`src/hdl/tdf_pkg.sv`:
```
// ----------------------------------------------------------------------------
// tdf_pkg
// Shared widths, codes and controller/datapath interface types for the
// trial-division factorizer.
// ----------------------------------------------------------------------------
package tdf_pkg;

	localparam int WIDTH     = 32;
	localparam int VALUE_W   = 32;
	localparam int PRIME_W   = 32;
	localparam int EXP_W     = 5;
	localparam int D_W       = (WIDTH + 1) / 2 + 1;
	localparam int SQ_W      = 2 * D_W;
	localparam int MAX_PAIRS = 9;
	localparam int CNT_W     = $clog2(MAX_PAIRS + 1);
	localparam int DCNT_W    = $clog2(WIDTH);

	localparam logic [D_W-1:0]     D_FIRST    = D_W'(2);
	localparam logic [D_W-1:0]     D_SECOND   = D_W'(3);
	localparam logic [D_W-1:0]     D_STEP     = D_W'(2);
	localparam logic [PRIME_W-1:0] UNIT_PRIME = PRIME_W'(2);
	localparam logic [EXP_W-1:0]   EXP_SAT    = {EXP_W{1'b1}};
	localparam logic [EXP_W-1:0]   EXP_ONE    = EXP_W'(1);

	typedef enum logic [3:0] {
		ST_IDLE,
		ST_CLASS,
		ST_EMIT_ZERO,
		ST_EMIT_ONE,
		ST_SQR,
		ST_CHK,
		ST_DSTART,
		ST_DIV,
		ST_PUSH,
		ST_END
	} state_t;

	typedef enum logic [1:0] {
		OSEL_PEND,
		OSEL_REM,
		OSEL_ZERO,
		OSEL_ONE
	} osel_t;

	typedef struct packed {
		logic  load;
		logic  div_start;
		logic  take_q;
		logic  next_d;
		logic  push;
		logic  pend_clr;
		logic  out_load;
		logic  out_last;
		osel_t osel;
	} dp_cmd_t;

	typedef struct packed {
		logic n_is0;
		logic n_is1;
		logic n_gt1;
		logic sq_gt_n;
		logic div_done;
		logic rem_zero;
		logic e_nz;
		logic pend_v;
		logic cnt_full;
		logic slot_free;
	} dp_stat_t;

endpackage

```
`src/hdl/tdf_div.sv`:
```
// ----------------------------------------------------------------------------
// tdf_div
// Restoring divider, one quotient bit per cycle; done pulses on the same edge
// that shifts in the last bit.
// ----------------------------------------------------------------------------
module tdf_div (
	input  logic                       clk,
	input  logic                       arst_n,
	input  logic                       start,
	input  logic [tdf_pkg::WIDTH-1:0]  dividend,
	input  logic [tdf_pkg::D_W-1:0]    divisor,
	output logic [tdf_pkg::WIDTH-1:0]  quotient,
	output logic [tdf_pkg::D_W-1:0]    remainder,
	output logic                       done
);
	import tdf_pkg::*;

	logic [WIDTH-1:0]  q_q;
	logic [D_W-1:0]    p_q;
	logic [D_W-1:0]    dvsr_q;
	logic [DCNT_W-1:0] cnt_q;
	logic              busy_q;
	logic              done_q;

	logic [D_W:0]   trial;
	logic [D_W:0]   diff;
	logic           ge;
	logic [D_W-1:0] p_nx;

	always_comb begin
		trial = {p_q, q_q[WIDTH-1]};
		diff  = trial - {1'b0, dvsr_q};
		ge    = trial >= {1'b0, dvsr_q};
		p_nx  = ge ? diff[D_W-1:0] : trial[D_W-1:0];
	end

	always_ff @(posedge clk or negedge arst_n) begin
		if (!arst_n) begin
			busy_q <= 1'b0;
			done_q <= 1'b0;
			cnt_q  <= '0;
		end else begin
			done_q <= 1'b0;
			if (start) begin
				busy_q <= 1'b1;
				cnt_q  <= DCNT_W'(WIDTH - 1);
			end else if (busy_q) begin
				if (cnt_q == '0) begin
					busy_q <= 1'b0;
					done_q <= 1'b1;
				end else begin
					cnt_q <= cnt_q - DCNT_W'(1);
				end
			end
		end
	end

	always_ff @(posedge clk) begin
		if (start) begin
			q_q    <= dividend;
			p_q    <= '0;
			dvsr_q <= divisor;
		end else if (busy_q) begin
			q_q <= {q_q[WIDTH-2:0], ge};
			p_q <= p_nx;
		end
	end

	assign quotient  = q_q;
	assign remainder = p_q;
	assign done      = done_q;

endmodule

```
`src/hdl/tdf_datapath.sv`:
```
// ----------------------------------------------------------------------------
// tdf_datapath
// Remaining value, candidate divisor and its square, exponent and pair
// counters, one pending pair and the output register.
// ----------------------------------------------------------------------------
module tdf_datapath (
	input  logic                        clk,
	input  logic                        arst_n,
	input  tdf_pkg::dp_cmd_t            cmd,
	output tdf_pkg::dp_stat_t           stat,
	input  logic [tdf_pkg::VALUE_W-1:0] value,
	output logic                        out_valid,
	input  logic                        out_stall,
	output logic [tdf_pkg::PRIME_W-1:0] prime,
	output logic [tdf_pkg::EXP_W-1:0]   exponent,
	output logic                        is_empty,
	output logic                        last
);
	import tdf_pkg::*;

	logic [WIDTH-1:0]   n_q;
	logic [D_W-1:0]     d_q;
	logic [SQ_W-1:0]    sq_q;
	logic [EXP_W-1:0]   e_q;
	logic [CNT_W-1:0]   cnt_q;
	logic [D_W-1:0]     pend_prime_q;
	logic [EXP_W-1:0]   pend_exp_q;
	logic               pend_v_q;
	logic               out_valid_q;
	logic [PRIME_W-1:0] prime_q;
	logic [EXP_W-1:0]   exponent_q;
	logic               is_empty_q;
	logic               last_q;

	logic [WIDTH-1:0] div_quot;
	logic [D_W-1:0]   div_rem;
	logic             div_done;

	logic [PRIME_W-1:0] prime_nx;
	logic [EXP_W-1:0]   exp_nx;
	logic               empty_nx;

	tdf_div u_div (
		.clk       (clk),
		.arst_n    (arst_n),
		.start     (cmd.div_start),
		.dividend  (n_q),
		.divisor   (d_q),
		.quotient  (div_quot),
		.remainder (div_rem),
		.done      (div_done)
	);

	always_ff @(posedge clk) begin
		sq_q <= d_q * d_q;
		if (cmd.load) begin
			n_q <= WIDTH'(value);
		end else if (cmd.take_q) begin
			n_q <= div_quot;
		end
		if (cmd.load) begin
			d_q <= D_FIRST;
		end else if (cmd.next_d) begin
			d_q <= (d_q == D_FIRST) ? D_SECOND : d_q + D_STEP;
		end
		if (cmd.load || cmd.push) begin
			e_q <= '0;
		end else if (cmd.take_q && e_q != EXP_SAT) begin
			e_q <= e_q + EXP_ONE;
		end
		if (cmd.push) begin
			pend_prime_q <= d_q;
			pend_exp_q   <= e_q;
		end
		if (cmd.out_load) begin
			prime_q    <= prime_nx;
			exponent_q <= exp_nx;
			is_empty_q <= empty_nx;
			last_q     <= cmd.out_last;
		end
	end

	always_ff @(posedge clk or negedge arst_n) begin
		if (!arst_n) begin
			cnt_q       <= '0;
			pend_v_q    <= 1'b0;
			out_valid_q <= 1'b0;
		end else begin
			if (cmd.load) begin
				cnt_q <= '0;
			end else if (cmd.push) begin
				cnt_q <= cnt_q + CNT_W'(1);
			end
			if (cmd.load || cmd.pend_clr) begin
				pend_v_q <= 1'b0;
			end else if (cmd.push) begin
				pend_v_q <= 1'b1;
			end
			if (cmd.out_load) begin
				out_valid_q <= 1'b1;
			end else if (!out_stall) begin
				out_valid_q <= 1'b0;
			end
		end
	end

	always_comb begin
		unique case (cmd.osel)
			OSEL_PEND: begin
				prime_nx = PRIME_W'(pend_prime_q);
				exp_nx   = pend_exp_q;
				empty_nx = 1'b0;
			end
			OSEL_REM: begin
				prime_nx = PRIME_W'(n_q);
				exp_nx   = EXP_ONE;
				empty_nx = 1'b0;
			end
			OSEL_ZERO: begin
				prime_nx = '0;
				exp_nx   = '0;
				empty_nx = 1'b1;
			end
			OSEL_ONE: begin
				prime_nx = UNIT_PRIME;
				exp_nx   = '0;
				empty_nx = 1'b0;
			end
			default: begin
				prime_nx = '0;
				exp_nx   = '0;
				empty_nx = 1'b0;
			end
		endcase
	end

	always_comb begin
		stat.n_is0     = n_q == '0;
		stat.n_is1     = n_q == WIDTH'(1);
		stat.n_gt1     = n_q > WIDTH'(1);
		stat.sq_gt_n   = sq_q > SQ_W'(n_q);
		stat.div_done  = div_done;
		stat.rem_zero  = div_rem == '0;
		stat.e_nz      = e_q != '0;
		stat.pend_v    = pend_v_q;
		stat.cnt_full  = cnt_q == CNT_W'(MAX_PAIRS);
		stat.slot_free = !out_valid_q || !out_stall;
	end

	assign out_valid = out_valid_q;
	assign prime     = prime_q;
	assign exponent  = exponent_q;
	assign is_empty  = is_empty_q;
	assign last      = last_q;

endmodule

```
`src/hdl/tdf_ctrl.sv`:
```
// ----------------------------------------------------------------------------
// tdf_ctrl
// Sequencer for the trial-division loop: square check, repeated division,
// pair hand-off and end-of-run flush.
// ----------------------------------------------------------------------------
module tdf_ctrl (
	input  logic               clk,
	input  logic               arst_n,
	input  logic               in_valid,
	output logic               in_ready,
	output tdf_pkg::dp_cmd_t   cmd,
	input  tdf_pkg::dp_stat_t  stat
);
	import tdf_pkg::*;

	state_t state_q;
	state_t state_nx;

	always_ff @(posedge clk or negedge arst_n) begin
		if (!arst_n) begin
			state_q <= ST_IDLE;
		end else begin
			state_q <= state_nx;
		end
	end

	always_comb begin
		state_nx = state_q;
		unique case (state_q)
			ST_IDLE: begin
				if (in_valid) state_nx = ST_CLASS;
			end
			ST_CLASS: begin
				if (stat.n_is0) state_nx = ST_EMIT_ZERO;
				else if (stat.n_is1) state_nx = ST_EMIT_ONE;
				else state_nx = ST_SQR;
			end
			ST_EMIT_ZERO, ST_EMIT_ONE: begin
				if (stat.slot_free) state_nx = ST_IDLE;
			end
			ST_SQR: state_nx = ST_CHK;
			ST_CHK: begin
				if (stat.cnt_full || stat.sq_gt_n) state_nx = ST_END;
				else state_nx = ST_DIV;
			end
			ST_DSTART: state_nx = ST_DIV;
			ST_DIV: begin
				if (stat.div_done) begin
					if (stat.rem_zero) state_nx = ST_DSTART;
					else if (stat.e_nz) state_nx = ST_PUSH;
					else state_nx = ST_SQR;
				end
			end
			ST_PUSH: begin
				if (!stat.pend_v || stat.slot_free) state_nx = ST_SQR;
			end
			ST_END: begin
				if (stat.n_gt1 && !stat.cnt_full) begin
					if (!stat.pend_v && stat.slot_free) state_nx = ST_IDLE;
				end else if (stat.slot_free) begin
					state_nx = ST_IDLE;
				end
			end
			default: state_nx = ST_IDLE;
		endcase
	end

	always_comb begin
		cmd      = '0;
		cmd.osel = OSEL_PEND;
		in_ready = 1'b0;
		unique case (state_q)
			ST_IDLE: begin
				in_ready = 1'b1;
				cmd.load = in_valid;
			end
			ST_EMIT_ZERO: begin
				cmd.out_load = stat.slot_free;
				cmd.out_last = 1'b1;
				cmd.osel     = OSEL_ZERO;
			end
			ST_EMIT_ONE: begin
				cmd.out_load = stat.slot_free;
				cmd.out_last = 1'b1;
				cmd.osel     = OSEL_ONE;
			end
			ST_CHK: begin
				cmd.div_start = !(stat.cnt_full || stat.sq_gt_n);
			end
			ST_DSTART: begin
				cmd.div_start = 1'b1;
			end
			ST_DIV: begin
				cmd.take_q = stat.div_done && stat.rem_zero;
				cmd.next_d = stat.div_done && !stat.rem_zero && !stat.e_nz;
			end
			ST_PUSH: begin
				if (!stat.pend_v || stat.slot_free) begin
					cmd.push     = 1'b1;
					cmd.next_d   = 1'b1;
					cmd.out_load = stat.pend_v;
				end
			end
			ST_END: begin
				if (stat.n_gt1 && !stat.cnt_full) begin
					if (stat.pend_v) begin
						cmd.out_load = stat.slot_free;
						cmd.pend_clr = stat.slot_free;
					end else begin
						cmd.out_load = stat.slot_free;
						cmd.out_last = 1'b1;
						cmd.osel     = OSEL_REM;
					end
				end else begin
					cmd.out_load = stat.slot_free;
					cmd.pend_clr = stat.slot_free;
					cmd.out_last = 1'b1;
				end
			end
			default: begin
				cmd = '0;
			end
		endcase
	end

endmodule

```
`src/hdl/trial_division_factorizer_core.sv`:
```
// ----------------------------------------------------------------------------
// trial_division_factorizer_core
// Prime factorization by trial division; one (prime, exponent) pair per
// output transfer, last pair of a run flagged.
//
// channel  direction  handshake             payload
// in       sink       in_valid / in_stall   value
// out      source     out_valid / out_stall prime, exponent, is_empty, last
//
// One value at a time. Each candidate divisor goes through a square, a compare
// and a one-bit-per-cycle division, plus one further division each time it
// divides. Worst case about 32770 candidates for a 32-bit prime.
// Reset clears the sequencer and output valid; no memory to clear.
// A stalled output holds the search at the next pair hand-off.
// ----------------------------------------------------------------------------
module trial_division_factorizer_core (
	input  logic                        clk,
	input  logic                        arst_n,
	input  logic                        in_valid,
	output logic                        in_stall,
	input  logic [tdf_pkg::VALUE_W-1:0] value,
	output logic                        out_valid,
	input  logic                        out_stall,
	output logic [tdf_pkg::PRIME_W-1:0] prime,
	output logic [tdf_pkg::EXP_W-1:0]   exponent,
	output logic                        is_empty,
	output logic                        last
);
	import tdf_pkg::*;

	dp_cmd_t  cmd;
	dp_stat_t stat;
	logic     in_ready;

	tdf_ctrl u_ctrl (
		.clk      (clk),
		.arst_n   (arst_n),
		.in_valid (in_valid),
		.in_ready (in_ready),
		.cmd      (cmd),
		.stat     (stat)
	);

	tdf_datapath u_dp (
		.clk       (clk),
		.arst_n    (arst_n),
		.cmd       (cmd),
		.stat      (stat),
		.value     (value),
		.out_valid (out_valid),
		.out_stall (out_stall),
		.prime     (prime),
		.exponent  (exponent),
		.is_empty  (is_empty),
		.last      (last)
	);

	assign in_stall = !in_ready;

endmodule

```
`config.mk`:
```
export PLATFORM = sky130hd
export DESIGN_NAME = trial_division_factorizer_core
export DESIGN_NICKNAME = d
export VERILOG_FILES = /design/src/hdl/tdf_pkg.sv /design/src/hdl/tdf_div.sv /design/src/hdl/tdf_datapath.sv /design/src/hdl/tdf_ctrl.sv /design/src/hdl/trial_division_factorizer_core.sv
export SDC_FILE = /design/constraint.sdc
export NUM_CORES = 1
export LEC_CHECK = 0
export BUFFER_PORTS_ARGS = -buffer_cell sky130_fd_sc_hd__buf_2
export CORE_MARGIN = 3
export CORE_UTILIZATION = 67
export CTS_CLUSTER_SIZE = 30
export DETAILED_ROUTE_END_ITERATION = 10
export GPL_ROUTABILITY_DRIVEN = 0
export PLACE_DENSITY = 0.85
export SLEW_MARGIN = 5
export SYNTH_ARGS = -nofsm -noshare
export SYNTH_HDL_FRONTEND = slang
export SYNTH_SLANG_ARGS = --single-unit
```
`constraint.sdc`:
```
create_clock -name clk -period 12.4 [get_ports clk]
set_input_delay 0 -clock clk [delete_from_list [all_inputs] [get_ports clk]]
set_output_delay 0 -clock clk [all_outputs]
set_load 0.01 [all_outputs]
```
==> results of run 1 <==
[worst max-delay path by stage]
stage	cells past startpoint	end	startpoint	slack [ns]
finish	19	u_dp.sq_q[30]	u_dp.d_q[11]	5.08
global route	19	u_dp.sq_q[30]	u_dp.d_q[11]	4.79
CTS	20	u_dp.sq_q[30]	u_dp.d_q[10]	5.31
detailed placement	20	u_dp.sq_q[30]	u_dp.d_q[10]	5.29
global placement	18	u_dp.sq_q[30]	u_dp.d_q[12]	5.59
floorplan	22	u_dp.sq_q[30]	u_dp.d_q[5]	6.00
[per-stage QoR]
stage          utilization  area (um2)
6_report             0.754       21000
3_3_place_gp         0.706       19700
3_5_place_dp         0.706       19700
2_1_floorplan            -       19000
4_1_cts              0.754       21000
5_1_grt              0.754       21000
[final cells by class]
class                           count  area share
Inverter                          364      0.0651
Sequential cell                   231       0.292
Multi-Input combinational cell   1280       0.535
Tap cell                          378      0.0225
Clock buffer                       32      0.0350
Clock inverter                     16      0.0115
Timing Repair Buffer              122      0.0389
[layout by cell type (no fill, tap or decap), types with 20 or more instances in the layout]
master and count:
inv_1 363, nand2_1 274, fa_1 194, ha_1 164, edfxtp_1 142, nor2_1 106, buf_2 76, dfxtp_1 72
and2_1 59, o21ai_0 52, a21oi_1 52, xnor2_1 50, dlygate4sd3_1 36, mux2_2 31, a21o_1 29, clkbuf_16 27
nor3_1 24, nand3_1 21, nor4_1 20
[registers in the layout (all words and copies together) (netlist names)]
name,cells
u_dp.sq_q,33
u_dp.n_q,32
u_dp.prime,32
u_dp.u_div.quotient,32
u_dp.d_q,17
u_dp.pend_prime_q,17
u_dp.u_div.dvsr_q,17
u_dp.u_div.remainder,17
u_dp.e_q,5
u_dp.exponent,5
u_dp.pend_exp_q,5
u_dp.u_div.cnt_q,5
u_ctrl.state_q,4
u_dp.cnt_q,4
u_dp.is_empty,1
u_dp.last,1
u_dp.out_valid,1
u_dp.pend_v_q,1
u_dp.u_div.busy_q,1
u_dp.u_div.done,1
[per-layer routing]
layer	GRT usage	routed length, um
met5	0	0
met3	0.0581	4300
met1	0.390	17000
met2	0.564	23900
met4	0.161	2600
[logic make-up after synthesis]
kind of cell	Yosys count	share of synthesized area
adders and majority gates	358	0.312
and+or+nand+nor	595	0.145
AOI/OAI and AO/OA	226	0.0807
xor gates and xnor gates	63	0.0290
buffers and inverters	433	0.0874
muxes	38	0.0228
DFF	231	0.323
[power by group through the flow]
stage / logic (W) / clock network [W] / registers (W)
detailed placement: 0.00000714 / 0 / 0.000823
CTS: 0.0000161 / 0.000863 / 0.000806
floorplan: 0.000000128 / 0 / 0.000823
finish: 0.0000167 / 0.000868 / 0.000806
global route: 0.0000178 / 0.000900 / 0.000806
global placement: 0.00000699 / 0 / 0.000823
[timing repair]
action | 4_1_cts | 5_1_grt
hold buffers | 36 | 0
gates resized for setup | 0 | 0
endpoints found under the hold margin | 52 | 0
[critical path: stages, from the launching register on]
cell	delay, ns
dfxtp_1	0.84
inv_1	0.36
nor2_1	0.26
inv_1	0.08
fa_1	0.41
fa_1	0.59
fa_1	0.46
fa_1	0.52
fa_1	0.52
fa_1	0.55
inv_1	0.05
ha_1	0.25
nor4_1	0.43
nor3_1	0.17
a32o_1	0.26
a311oi_2	0.39
a211o_1	0.20
a21oi_1	0.11
o41a_1	0.42
o311ai_1	0.33
==> flow_summary_export.csv, run 1 <==
group,metric,value,unit
logic_synthesis,synthTopCellsByArea,"edfxtp_1 22%, fa_1 20%, ha_1 11%, dfxtp_1 7.6%, inv_1 7.2%",
global_routing,antenna_found_initial,0,
logic_synthesis,synth.distinct_cells,83,
global_routing,grt_max_degree,41,
floorplanning,die_h,174,um
critical_path,criticalPathCategory,"reg2reg",
power,sw_frac_of_total,0.203,
place,pre_cts_slack,5.29,ns
clock_network,cts_max_path_buffers,3,
detailed_routing,dr.pass1.iters,5,
sta,drv_slew,0,
logic_synthesis,async_flop_share,0.0736,
detailed_routing,viasPerCell,5.99,
clock_network,cts_sinks,231,
logic_synthesis,netlist_area,19000,um2
finish,finalNonFillerCells,2423,
flow_run,maxCapViolations,0,
clock_network,cts-buffers-inserted,26,
finish,area_growth_syn_to_layout,10.5,%
sta,fin_crit_sh,0.590,
clock_network,htree_num_levels,1,
critical_path,r2r-end,"u_dp.sq_q[30]",
clock_network,clkTransAtPathRegs,0.07,ns
detailed_routing,drc,0,
sta,grt_setup_unrepaired,"false",
global_routing,grt_first_pass_wirelength,78.9,mm
sta,hold_violations,0,
global_routing,grt_remaining_overflow,0,
worst_hold_path,hp-class,"in2reg",
sta,fin_ws,5.08,ns
detailed_routing,wl,47.8,mm
finish,seq_area,6130,um2
power,switching_power,0.000344,W
place,io_buffer_count,76,
global_routing,track_usage,0.324,
power,power_frac_comb,0.010,
sta,max_slew_margin,0.176,
logic_synthesis,synth_seq_cells,231,
detailed_routing,detailroute.via_count,14500,
detailed_routing,postRouteAntennaNets,0,
critical_path,worstPathRequired,12.83,ns
logic_synthesis,yosysTopAreaCell,"edfxtp_1",
sta,finalSetupTns,0,ns
logic_synthesis,synth_cells,1944,
critical_path,cp-end-kind,"flip-flop",
outcome,status,"complete, no violations",
finish,drive_above_1_share,0.0919,
sta,worstMarginPinSlew,1.24,ns
logic_synthesis,synth-main-ff-cell,"edfxtp_1",
finish,fin_nets,2419,
power,power_frac_seq,0.477,
power,power.total,0.00169,W
logic_synthesis,synth_common_cells,"363 x inv_1, 274 x nand2_1, 194 x fa_1",
critical_path,ff2ff_setup_slack,5.08,ns
critical_path,path_max_fanout,17,
logic_synthesis,synth_warnings,0,
critical_path,cp-start-kind,"flip-flop",
worst_hold_path,hold_depth,4,
clock_network,clock-root-buffer,"clkbuf_16",
logic_synthesis,synth-edff-count,142,
worst_hold_path,whs_endpoint,"u_dp.n_q[2]",
global_routing,first_global_vias,15600,
floorplanning,floorplan.die.width,174,um
critical_path,rr_startpoint,"u_dp.d_q[11]",
power,p_leak,10.2,nW
logic_synthesis,ys_seq_area_frac,0.323,
floorplanning,fp-row-count,61,
worst_hold_path,min_from,"value[2]",
power,clkPwrFrac,0.513,
clock_network,clk_latency,0.55,ns
sta,max_freq,137,MHz
detailed_routing,drt_iter0_drc,1422,
place,dp.cells,2339,
detailed_routing,wl_per_cell,19.7,um
floorplanning,ioPinCount,77,
power,p_per_area,80.6,nW/um2
sta,finalCriticalPeriod,7.32,ns
power,power.internal,0.00135,W
sta,setup_viol,0,
finish,multi_input_area,11200,um2
clock_network,cts_tree,"built",
floorplanning,core_area,27900,um2
logic_synthesis,syn-num-nets,2338,
sta,holdWs,0.248,ns
critical_path,cp.arrival,7.75,ns
finish,diodes,0,
logic_synthesis,yosysTopAreaCellShare,0.224,
power,peakVddDrop,0.0982,mV
clock_network,post_cts_buffers,0,
place,dp_hpwl,33.6,mm
finish,fill_cells,1721,
logic_synthesis,syn_area_per_cell,9.77,um2
logic_synthesis,synth.most_common_cell,"inv_1",
sta,fin_skew,0.0212,ns
floorplanning,start_util,0.682,
floorplanning,die_area,30400,um2
critical_path,reg2regPathDepth,19,
Power figures use the tool's default switching activity.
==> run 2: changes to the inputs <==
--- a/config.mk
+++ b/config.mk
@@ -5,13 +5,14 @@
 export SDC_FILE = /design/constraint.sdc
 export NUM_CORES = 1
 export LEC_CHECK = 0
+export ABC_AREA = 1
 export BUFFER_PORTS_ARGS = -buffer_cell sky130_fd_sc_hd__buf_2
 export CORE_MARGIN = 3
-export CORE_UTILIZATION = 67
+export CORE_UTILIZATION = 58
 export CTS_CLUSTER_SIZE = 30
 export DETAILED_ROUTE_END_ITERATION = 10
 export GPL_ROUTABILITY_DRIVEN = 0
-export PLACE_DENSITY = 0.85
+export PLACE_DENSITY = 0.77
 export SLEW_MARGIN = 5
 export SYNTH_ARGS = -nofsm -noshare
 export SYNTH_HDL_FRONTEND = slang
==> constraint.sdc (replaced) <==
create_clock -name clk -period 6.7 [get_ports clk]
set_input_delay 0 -clock clk [delete_from_list [all_inputs] [get_ports clk]]
set_output_delay 0 -clock clk [all_outputs]
set_load 0.01 [all_outputs]
==> run 2 against run 1 <==
  * Fmax grew 20%
  * Critical path depth is 2 higher
  * Cell count increased by 20%
  * Worst setup slack got worse by 4.5 ns
  * Sequential power up 85%
  * Total power grew 77%
  * Sequential cell count did not move
  * First-iteration DRC count is 13% lower
  * Sequential share of layout area shrank 1.1 points
==> flow_summary_export.csv, run 2 <==
group,metric,value,unit
outcome,status,"complete, no violations",
floorplanning,ioPinCount,77,
finish,fin_area,21800,um2
critical_path,reg2regPathDepth,21,
sta,setup_viol,0,
finish,fill_cells,2715,
detailed_routing,wl_per_cell,16.5,um
sta,holdWs,0.264,ns
clock_network,cts_resized,0,
finish,layout_common_cells,"540 x inv_1, 494 x nand2_1, 194 x fa_1, 186 x nor2_1, 164 x ha_1",
sta,grt_setup_unrepaired,"false",
logic_synthesis,synth-edff-count,142,
critical_path,slowest_delay,0.93,ns
critical_path,cp.arrival,6.53,ns
detailed_routing,dr.pass1.iters,7,
logic_synthesis,synth-main-ff-cell,"edfxtp_1",
critical_path,rr_startpoint,"u_dp.d_q[7]",
critical_path,path_cells,"nand2_1, inv_1, fa_1, inv_1, fa_1, inv_1, fa_1, inv_1, fa_1, fa_1, fa_1, inv_1, ha_1, nand2_1, nor2_1, nand4_1, o21ai_0, a21o_1, nand2_1, nand3_1, nand2_1",
logic_synthesis,synth.most_common_cell,"inv_1",
power,power.total,0.00300,W
place,io_buffer_count,76,
clock_network,clock-root-buffer,"clkbuf_16",
sta,hold_violations,0,
power,p_leak,11.6,nW
critical_path,criticalPathCategory,"reg2reg",
logic_synthesis,yosysTopAreaCell,"edfxtp_1",
clock_network,cts-buffers-inserted,26,
sta,fin_skew,0.0369,ns
critical_path,r2r-end,"u_dp.sq_q[23]",
worst_hold_path,hold_depth,4,
logic_synthesis,syn_area_per_cell,8.48,um2
finish,top_register,"u_dp.sq_q",
clock_network,cts_max_path_buffers,3,
clock_network,clk_latency,0.56,ns
detailed_routing,viasPerCell,5.33,
global_routing,grt_max_degree,65,
sta,finalSetupTns,0,ns
flow_run,maxCapViolations,0,
sta,drv_slew,0,
sta,max_freq,164,MHz
logic_synthesis,synth_seq_cells,231,
logic_synthesis,synth_cells,2337,
clock_network,cts_tree,"built",
critical_path,path_max_fanout,21,
worst_hold_path,hp-class,"in2reg",
floorplanning,fp-row-count,67,
floorplanning,floorplan.die.width,191,um
global_routing,antenna_found_initial,0,
clock_network,clkTransAtPathRegs,0.06,ns
critical_path,worstPathRequired,7.12,ns
detailed_routing,routed.top_layer,"met4",
logic_synthesis,async_flop_share,0.0736,
floorplanning,start_util,0.589,
sta,worstMarginPinSlew,1.18,ns
sta,finalCriticalPeriod,6.11,ns
clock_network,post_cts_buffers,0,
place,dp_hpwl,35.8,mm
logic_synthesis,yosysTopAreaCellShare,0.215,
worst_hold_path,whs_endpoint,"u_dp.n_q[4]",
critical_path,ff2ff_setup_slack,0.59,ns
power,peakVddDrop,0.175,mV
critical_path,critical-path-slowest-cell,"dfxtp_1",
finish,final_common_cell,"inv_1",
finish,area_growth_syn_to_layout,10.2,%
floorplanning,core_area,33600,um2
sta,fin_crit_sh,0.912,
floorplanning,die_area,36400,um2
place,place_area,20600,um2
logic_synthesis,synth_warnings,0,
logic_synthesis,netlist_area,19800,um2
finish,diodes,0,
critical_path,cp-start-kind,"flip-flop",
clock_network,cts_sinks,231,
logic_synthesis,synthTopCellsByArea,"edfxtp_1 22%, fa_1 20%, ha_1 10%, inv_1 10%, nand2_1 9.4%",
global_routing,grt_remaining_overflow,0,
sta,max_slew_margin,0.215,
detailed_routing,detailroute.via_count,15500,
logic_synthesis,ys_seq_area_frac,0.309,
worst_hold_path,min_from,"value[4]",
power,p_per_area,137,nW/um2
detailed_routing,drc,0,
detailed_routing,wl,47.8,mm
critical_path,crit_path_frequent_cell,"fa_1",
critical_path,cp-end-kind,"flip-flop",
global_routing,first_global_vias,16100,
finish,largest_reg_flops,33,
detailed_routing,postRouteAntennaNets,0,
detailed_routing,wl_met3,3.18,mm
detailed_routing,drt-met1-wl,19.2,mm
finish,drive_above_1_share,0.0810,
global_routing,track_usage,0.269,
global_routing,grt_first_pass_wirelength,78.8,mm
logic_synthesis,synth_common_cells,"541 x inv_1, 494 x nand2_1, 194 x fa_1",
detailed_routing,wl_met2,23.6,mm
finish,multi_input_area,11300,um2
logic_synthesis,synth.distinct_cells,48,
finish,final_util,0.650,
finish,seq_area,6130,um2
logic_synthesis,syn-num-nets,2731,
clock_network,htree_num_levels,1,
finish,fin_nets,2830,
floorplanning,die_h,191,um
detailed_routing,drt_iter0_drc,1236,
==> run 2: cell types whose count changed in the layout (fill, tap and decap cells not counted), moves of 37 or more <==
cell | previous run | this run
nand2_1 | 274 | 494
inv_1 | 363 | 540
nor2_1 | 106 | 186
and2_1 | 59 | 2
a21oi_1 | 52 | 97
nand3_1 | 21 | 63
o21ai_0 | 52 | 89
==> run 2: metal layers <==
layer / track usage / vias to the layer above
met5: 0 / -
met4: 0.104 / 0
met3: 0.0355 / 139
met2: 0.464 / 547
met1: 0.347 / 7399
li1: - / 7393
==> run 2: cell type report <==
class                           instances  share of cell area
Tap cell                              448              0.0257
Inverter                              548              0.0942
Clock buffer                           36              0.0328
Clock inverter                         12             0.00728
Timing Repair Buffer                  139              0.0432
Sequential cell                       231               0.281
Multi-Input combinational cell       1490               0.516
==> run 2: cell families after synthesis <==
logic type                 count (synthesis)  share of synthesized area
and+or+nand+nor                          825                      0.173
DFF                                      231                      0.309
xor gates and xnor gates                  55                     0.0243
adders and majority gates                358                      0.300
AOI/OAI and AO/OA                        251                     0.0714
buffers and inverters                    616                      0.122
muxes                                      1                   0.000568
==> run 2: what timing repair did <==
action | in CTS | in global routing
hold buffers | 36 | 0
endpoints found under the setup margin | 0 | 0
hold endpoints to repair | 53 | 0
==> run 2: worst max-delay path: cells and delay by family (launching register included) <==
kind / cells / cell delay (ns)
fa+ha+maj: 7 / 3.06
flops: 1 / 0.93
simple gates: 7 / 0.87
compound gates: 2 / 0.60
buf+inv: 5 / 0.48
==> run 2: power by group <==
| group | switching [W] | internal, W | leakage, nW |
|---|---|---|---|
| combinational | 0.00000871 | 0.0000207 | 9.32 |
| sequential | 0.0000000000000000000118 | 0.00149 | 1.87 |
| clock | 0.000607 | 0.000867 | 0.425 |
| total | 0.000616 | 0.00238 | 11.6 |
==> run 2: through the flow <==
| stage | std cells | setup slack [ns] |
|---|---|---|
| floorplan | 2337 | 1.03 |
| global placement | 2820 | 0.821 |
| detailed placement | 2820 | 0.656 |
| CTS | 2904 | 0.620 |
| global route | 2904 | 0.155 |
| finish | 2904 | 0.587 |
==> run 2: worst max-delay path by stage <==
stage / start / endpoint / slack [ns] / depth (start not counted)
2_1_floorplan: u_dp.d_q[16] / u_dp.sq_q[32] / 1.03 / 23
3_5_place_dp: u_dp.d_q[7] / u_dp.sq_q[32] / 0.66 / 22
6_report: u_dp.d_q[7] / u_dp.sq_q[23] / 0.59 / 21
5_1_grt: u_dp.d_q[7] / u_dp.sq_q[32] / 0.16 / 23
4_1_cts: u_dp.d_q[7] / u_dp.sq_q[32] / 0.62 / 22
3_3_place_gp: u_dp.d_q[7] / u_dp.sq_q[32] / 0.82 / 22
==> run 3: changes to the inputs <==
--- a/config.mk
+++ b/config.mk
@@ -12,6 +12,7 @@
 export CTS_CLUSTER_SIZE = 30
 export DETAILED_ROUTE_END_ITERATION = 10
 export GPL_ROUTABILITY_DRIVEN = 0
+export MAX_ROUTING_LAYER = met4
 export PLACE_DENSITY = 0.77
 export SLEW_MARGIN = 5
 export SYNTH_ARGS = -nofsm -noshare
==> run 3 against run 2 <==
  * Register-to-register slack worse by 0.03 ns
  * Cell count stayed put
  * Core utilization stayed put
  * Die area stayed put
  * Via count is 0.40% higher
  * Clock skew is 0.0039 ns higher
  * Clock-buffer cell count stayed put
  * Fmax is 0.44% lower
  * Final area stayed put
  * Total power hardly changed
  * Routed wire length hardly changed
  * Critical endpoint is now u_dp.sq_q[32]
==> flow_summary_export.csv, run 3 (synthesis gave the netlist of run 2 again) <==
group,metric,value,unit
finish,largest_reg_flops,33,
floorplanning,fp-row-count,67,
floorplanning,core_area,33600,um2
detailed_routing,dr.pass1.iters,5,
power,p_per_area,137,nW/um2
sta,finalCriticalPeriod,6.14,ns
global_routing,grt_remaining_overflow,0,
clock_network,clock-root-buffer,"clkbuf_16",
global_routing,grt_max_degree,65,
sta,max_freq,163,MHz
floorplanning,floorplan.die.width,191,um
global_routing,first_global_vias,16100,
finish,diodes,0,
clock_network,htree_num_levels,1,
power,p_leak,11.6,nW
finish,fin_nets,2830,
clock_network,clk_latency,0.56,ns
worst_hold_path,min_from,"value[4]",
finish,layout_common_cells,"540 x inv_1, 494 x nand2_1, 194 x fa_1, 186 x nor2_1, 164 x ha_1",
clock_network,post_cts_buffers,0,
clock_network,postCtsHoldBufs,36,
detailed_routing,wl,47.8,mm
floorplanning,die_h,191,um
critical_path,cp-start-kind,"flip-flop",
finish,final_common_cell,"inv_1",
worst_hold_path,hold_depth,4,
floorplanning,ioPinCount,77,
detailed_routing,drt_iter0_drc,1260,
critical_path,r2r-end,"u_dp.sq_q[32]",
place,io_buffer_count,76,
critical_path,path_max_fanout,21,
clock_network,cts_resized,0,
detailed_routing,viasPerCell,5.35,
detailed_routing,detailroute.via_count,15500,
clock_network,cts-buffers-inserted,26,
sta,max_slew_margin,0.214,
worst_hold_path,whs_endpoint,"u_dp.n_q[4]",
flow_run,maxCapViolations,0,
critical_path,crit_path_frequent_cell,"fa_1",
finish,top_register,"u_dp.sq_q",
finish,area_growth_syn_to_layout,10.2,%
global_routing,grt_first_pass_wirelength,78.7,mm
critical_path,cp-end-kind,"flip-flop",
sta,fin_crit_sh,0.916,
global_routing,track_usage,0.278,
clock_network,cts_sinks,231,
sta,fin_ws,0.560,ns
critical_path,worstPathRequired,7.13,ns
sta,setup_viol,0,
detailed_routing,postRouteAntennaNets,0,
critical_path,cp.arrival,6.57,ns
sta,finalSetupTns,0,ns
finish,drive_above_1_share,0.0810,
outcome,status,"complete, no violations",
critical_path,path_cells,"nand2_1, inv_1, fa_1, inv_1, fa_1, inv_1, fa_1, inv_1, fa_1, fa_1, fa_1, inv_1, ha_1, nand2_1, nor2_1, nor3b_1, nand3_1, nand3_1, a21o_1, nand2_1, nand3_1, nand2_1",
clock_network,cts_max_path_buffers,3,
critical_path,critical-path-slowest-cell,"dfxtp_1",
worst_hold_path,hp-class,"in2reg",
critical_path,rr_startpoint,"u_dp.d_q[7]",
place,dp_hpwl,35.8,mm
critical_path,ff2ff_setup_slack,0.56,ns
sta,fin_skew,0.0408,ns
sta,worstMarginPinSlew,1.18,ns
floorplanning,start_util,0.589,
detailed_routing,wl_per_cell,16.5,um
sta,hold_violations,0,
clock_network,clkTransAtPathRegs,0.06,ns
floorplanning,die_area,36400,um2
critical_path,slowest_delay,0.93,ns
critical_path,reg2regPathDepth,22,
detailed_routing,drc,0,
place,pre_cts_slack,0.656,ns
global_routing,antenna_found_initial,0,
sta,grt_setup_unrepaired,"false",
sta,drv_slew,0,
power,peakVddDrop,0.174,mV
critical_path,criticalPathCategory,"reg2reg",
clock_network,cts_tree,"built",
-- run 3: cell counts in the layout (fill, tap and decap cells not counted) --
No cell type changed its count.
-- run 3: worst max-delay path by stage --
stage | from | endpoint | slack, ns | depth (start not counted)
global route | u_dp.d_q[7] | u_dp.sq_q[32] | 0.16 | 23
floorplan | u_dp.d_q[16] | u_dp.sq_q[32] | 1.03 | 23
finish | u_dp.d_q[7] | u_dp.sq_q[32] | 0.56 | 22
global placement | u_dp.d_q[7] | u_dp.sq_q[32] | 0.82 | 22
CTS | u_dp.d_q[7] | u_dp.sq_q[32] | 0.62 | 22
detailed placement | u_dp.d_q[7] | u_dp.sq_q[32] | 0.66 | 22
-- run 3: stage by stage --
step	utilization	area (um2)	hold WS, ns	total power [W]	cells
2_1_floorplan	-	19800	-0.296	0.00152	2337
3_3_place_gp	0.613	20600	-0.0424	0.00154	2820
3_5_place_dp	0.613	20600	-0.0297	0.00154	2820
4_1_cts	0.650	21800	0.248	0.00300	2904
5_1_grt	0.650	21800	0.297	0.00306	2904
6_report	0.650	21800	0.263	0.00299	2904
-- run 3: power breakdown --
group | switching [W] | internal [W]
registers | 0.0000000000000000000118 | 0.00149
logic | 0.00000859 | 0.0000207
clock network | 0.000606 | 0.000867
total | 0.000614 | 0.00238
-- run 3: final cells by class --
| class | count | area [um2] |
|---|---|---|
| fillers | 2715 | 11800 |
| multi-input cells | 1490 | 11300 |
| flip-flops and latches | 231 | 6130 |
| inverters | 548 | 2060 |
| repair buffers | 139 | 943 |
| clock buffers | 36 | 716 |
| well taps | 448 | 561 |
| clock inverters | 12 | 159 |
-- run 3: metal layers --
layer | wire length, um | global-route usage | share of wire | up-vias
met5 | 0 | - | 0 | -
met4 | 1830 | 0.104 | 0.038 | 0
met3 | 3000 | 0.0364 | 0.063 | 151
met2 | 23600 | 0.464 | 0.49 | 578
met1 | 19400 | 0.347 | 0.41 | 7412
li1 | - | - | - | 7399
-- run 3: critical path: cells and delay by family (launching register included) --
kind / cells / cell delay (ns)
flops: 1 / 0.93
buf+inv: 5 / 0.48
fa+ha+maj: 7 / 3.06
simple gates: 9 / 1.35
compound gates: 1 / 0.18
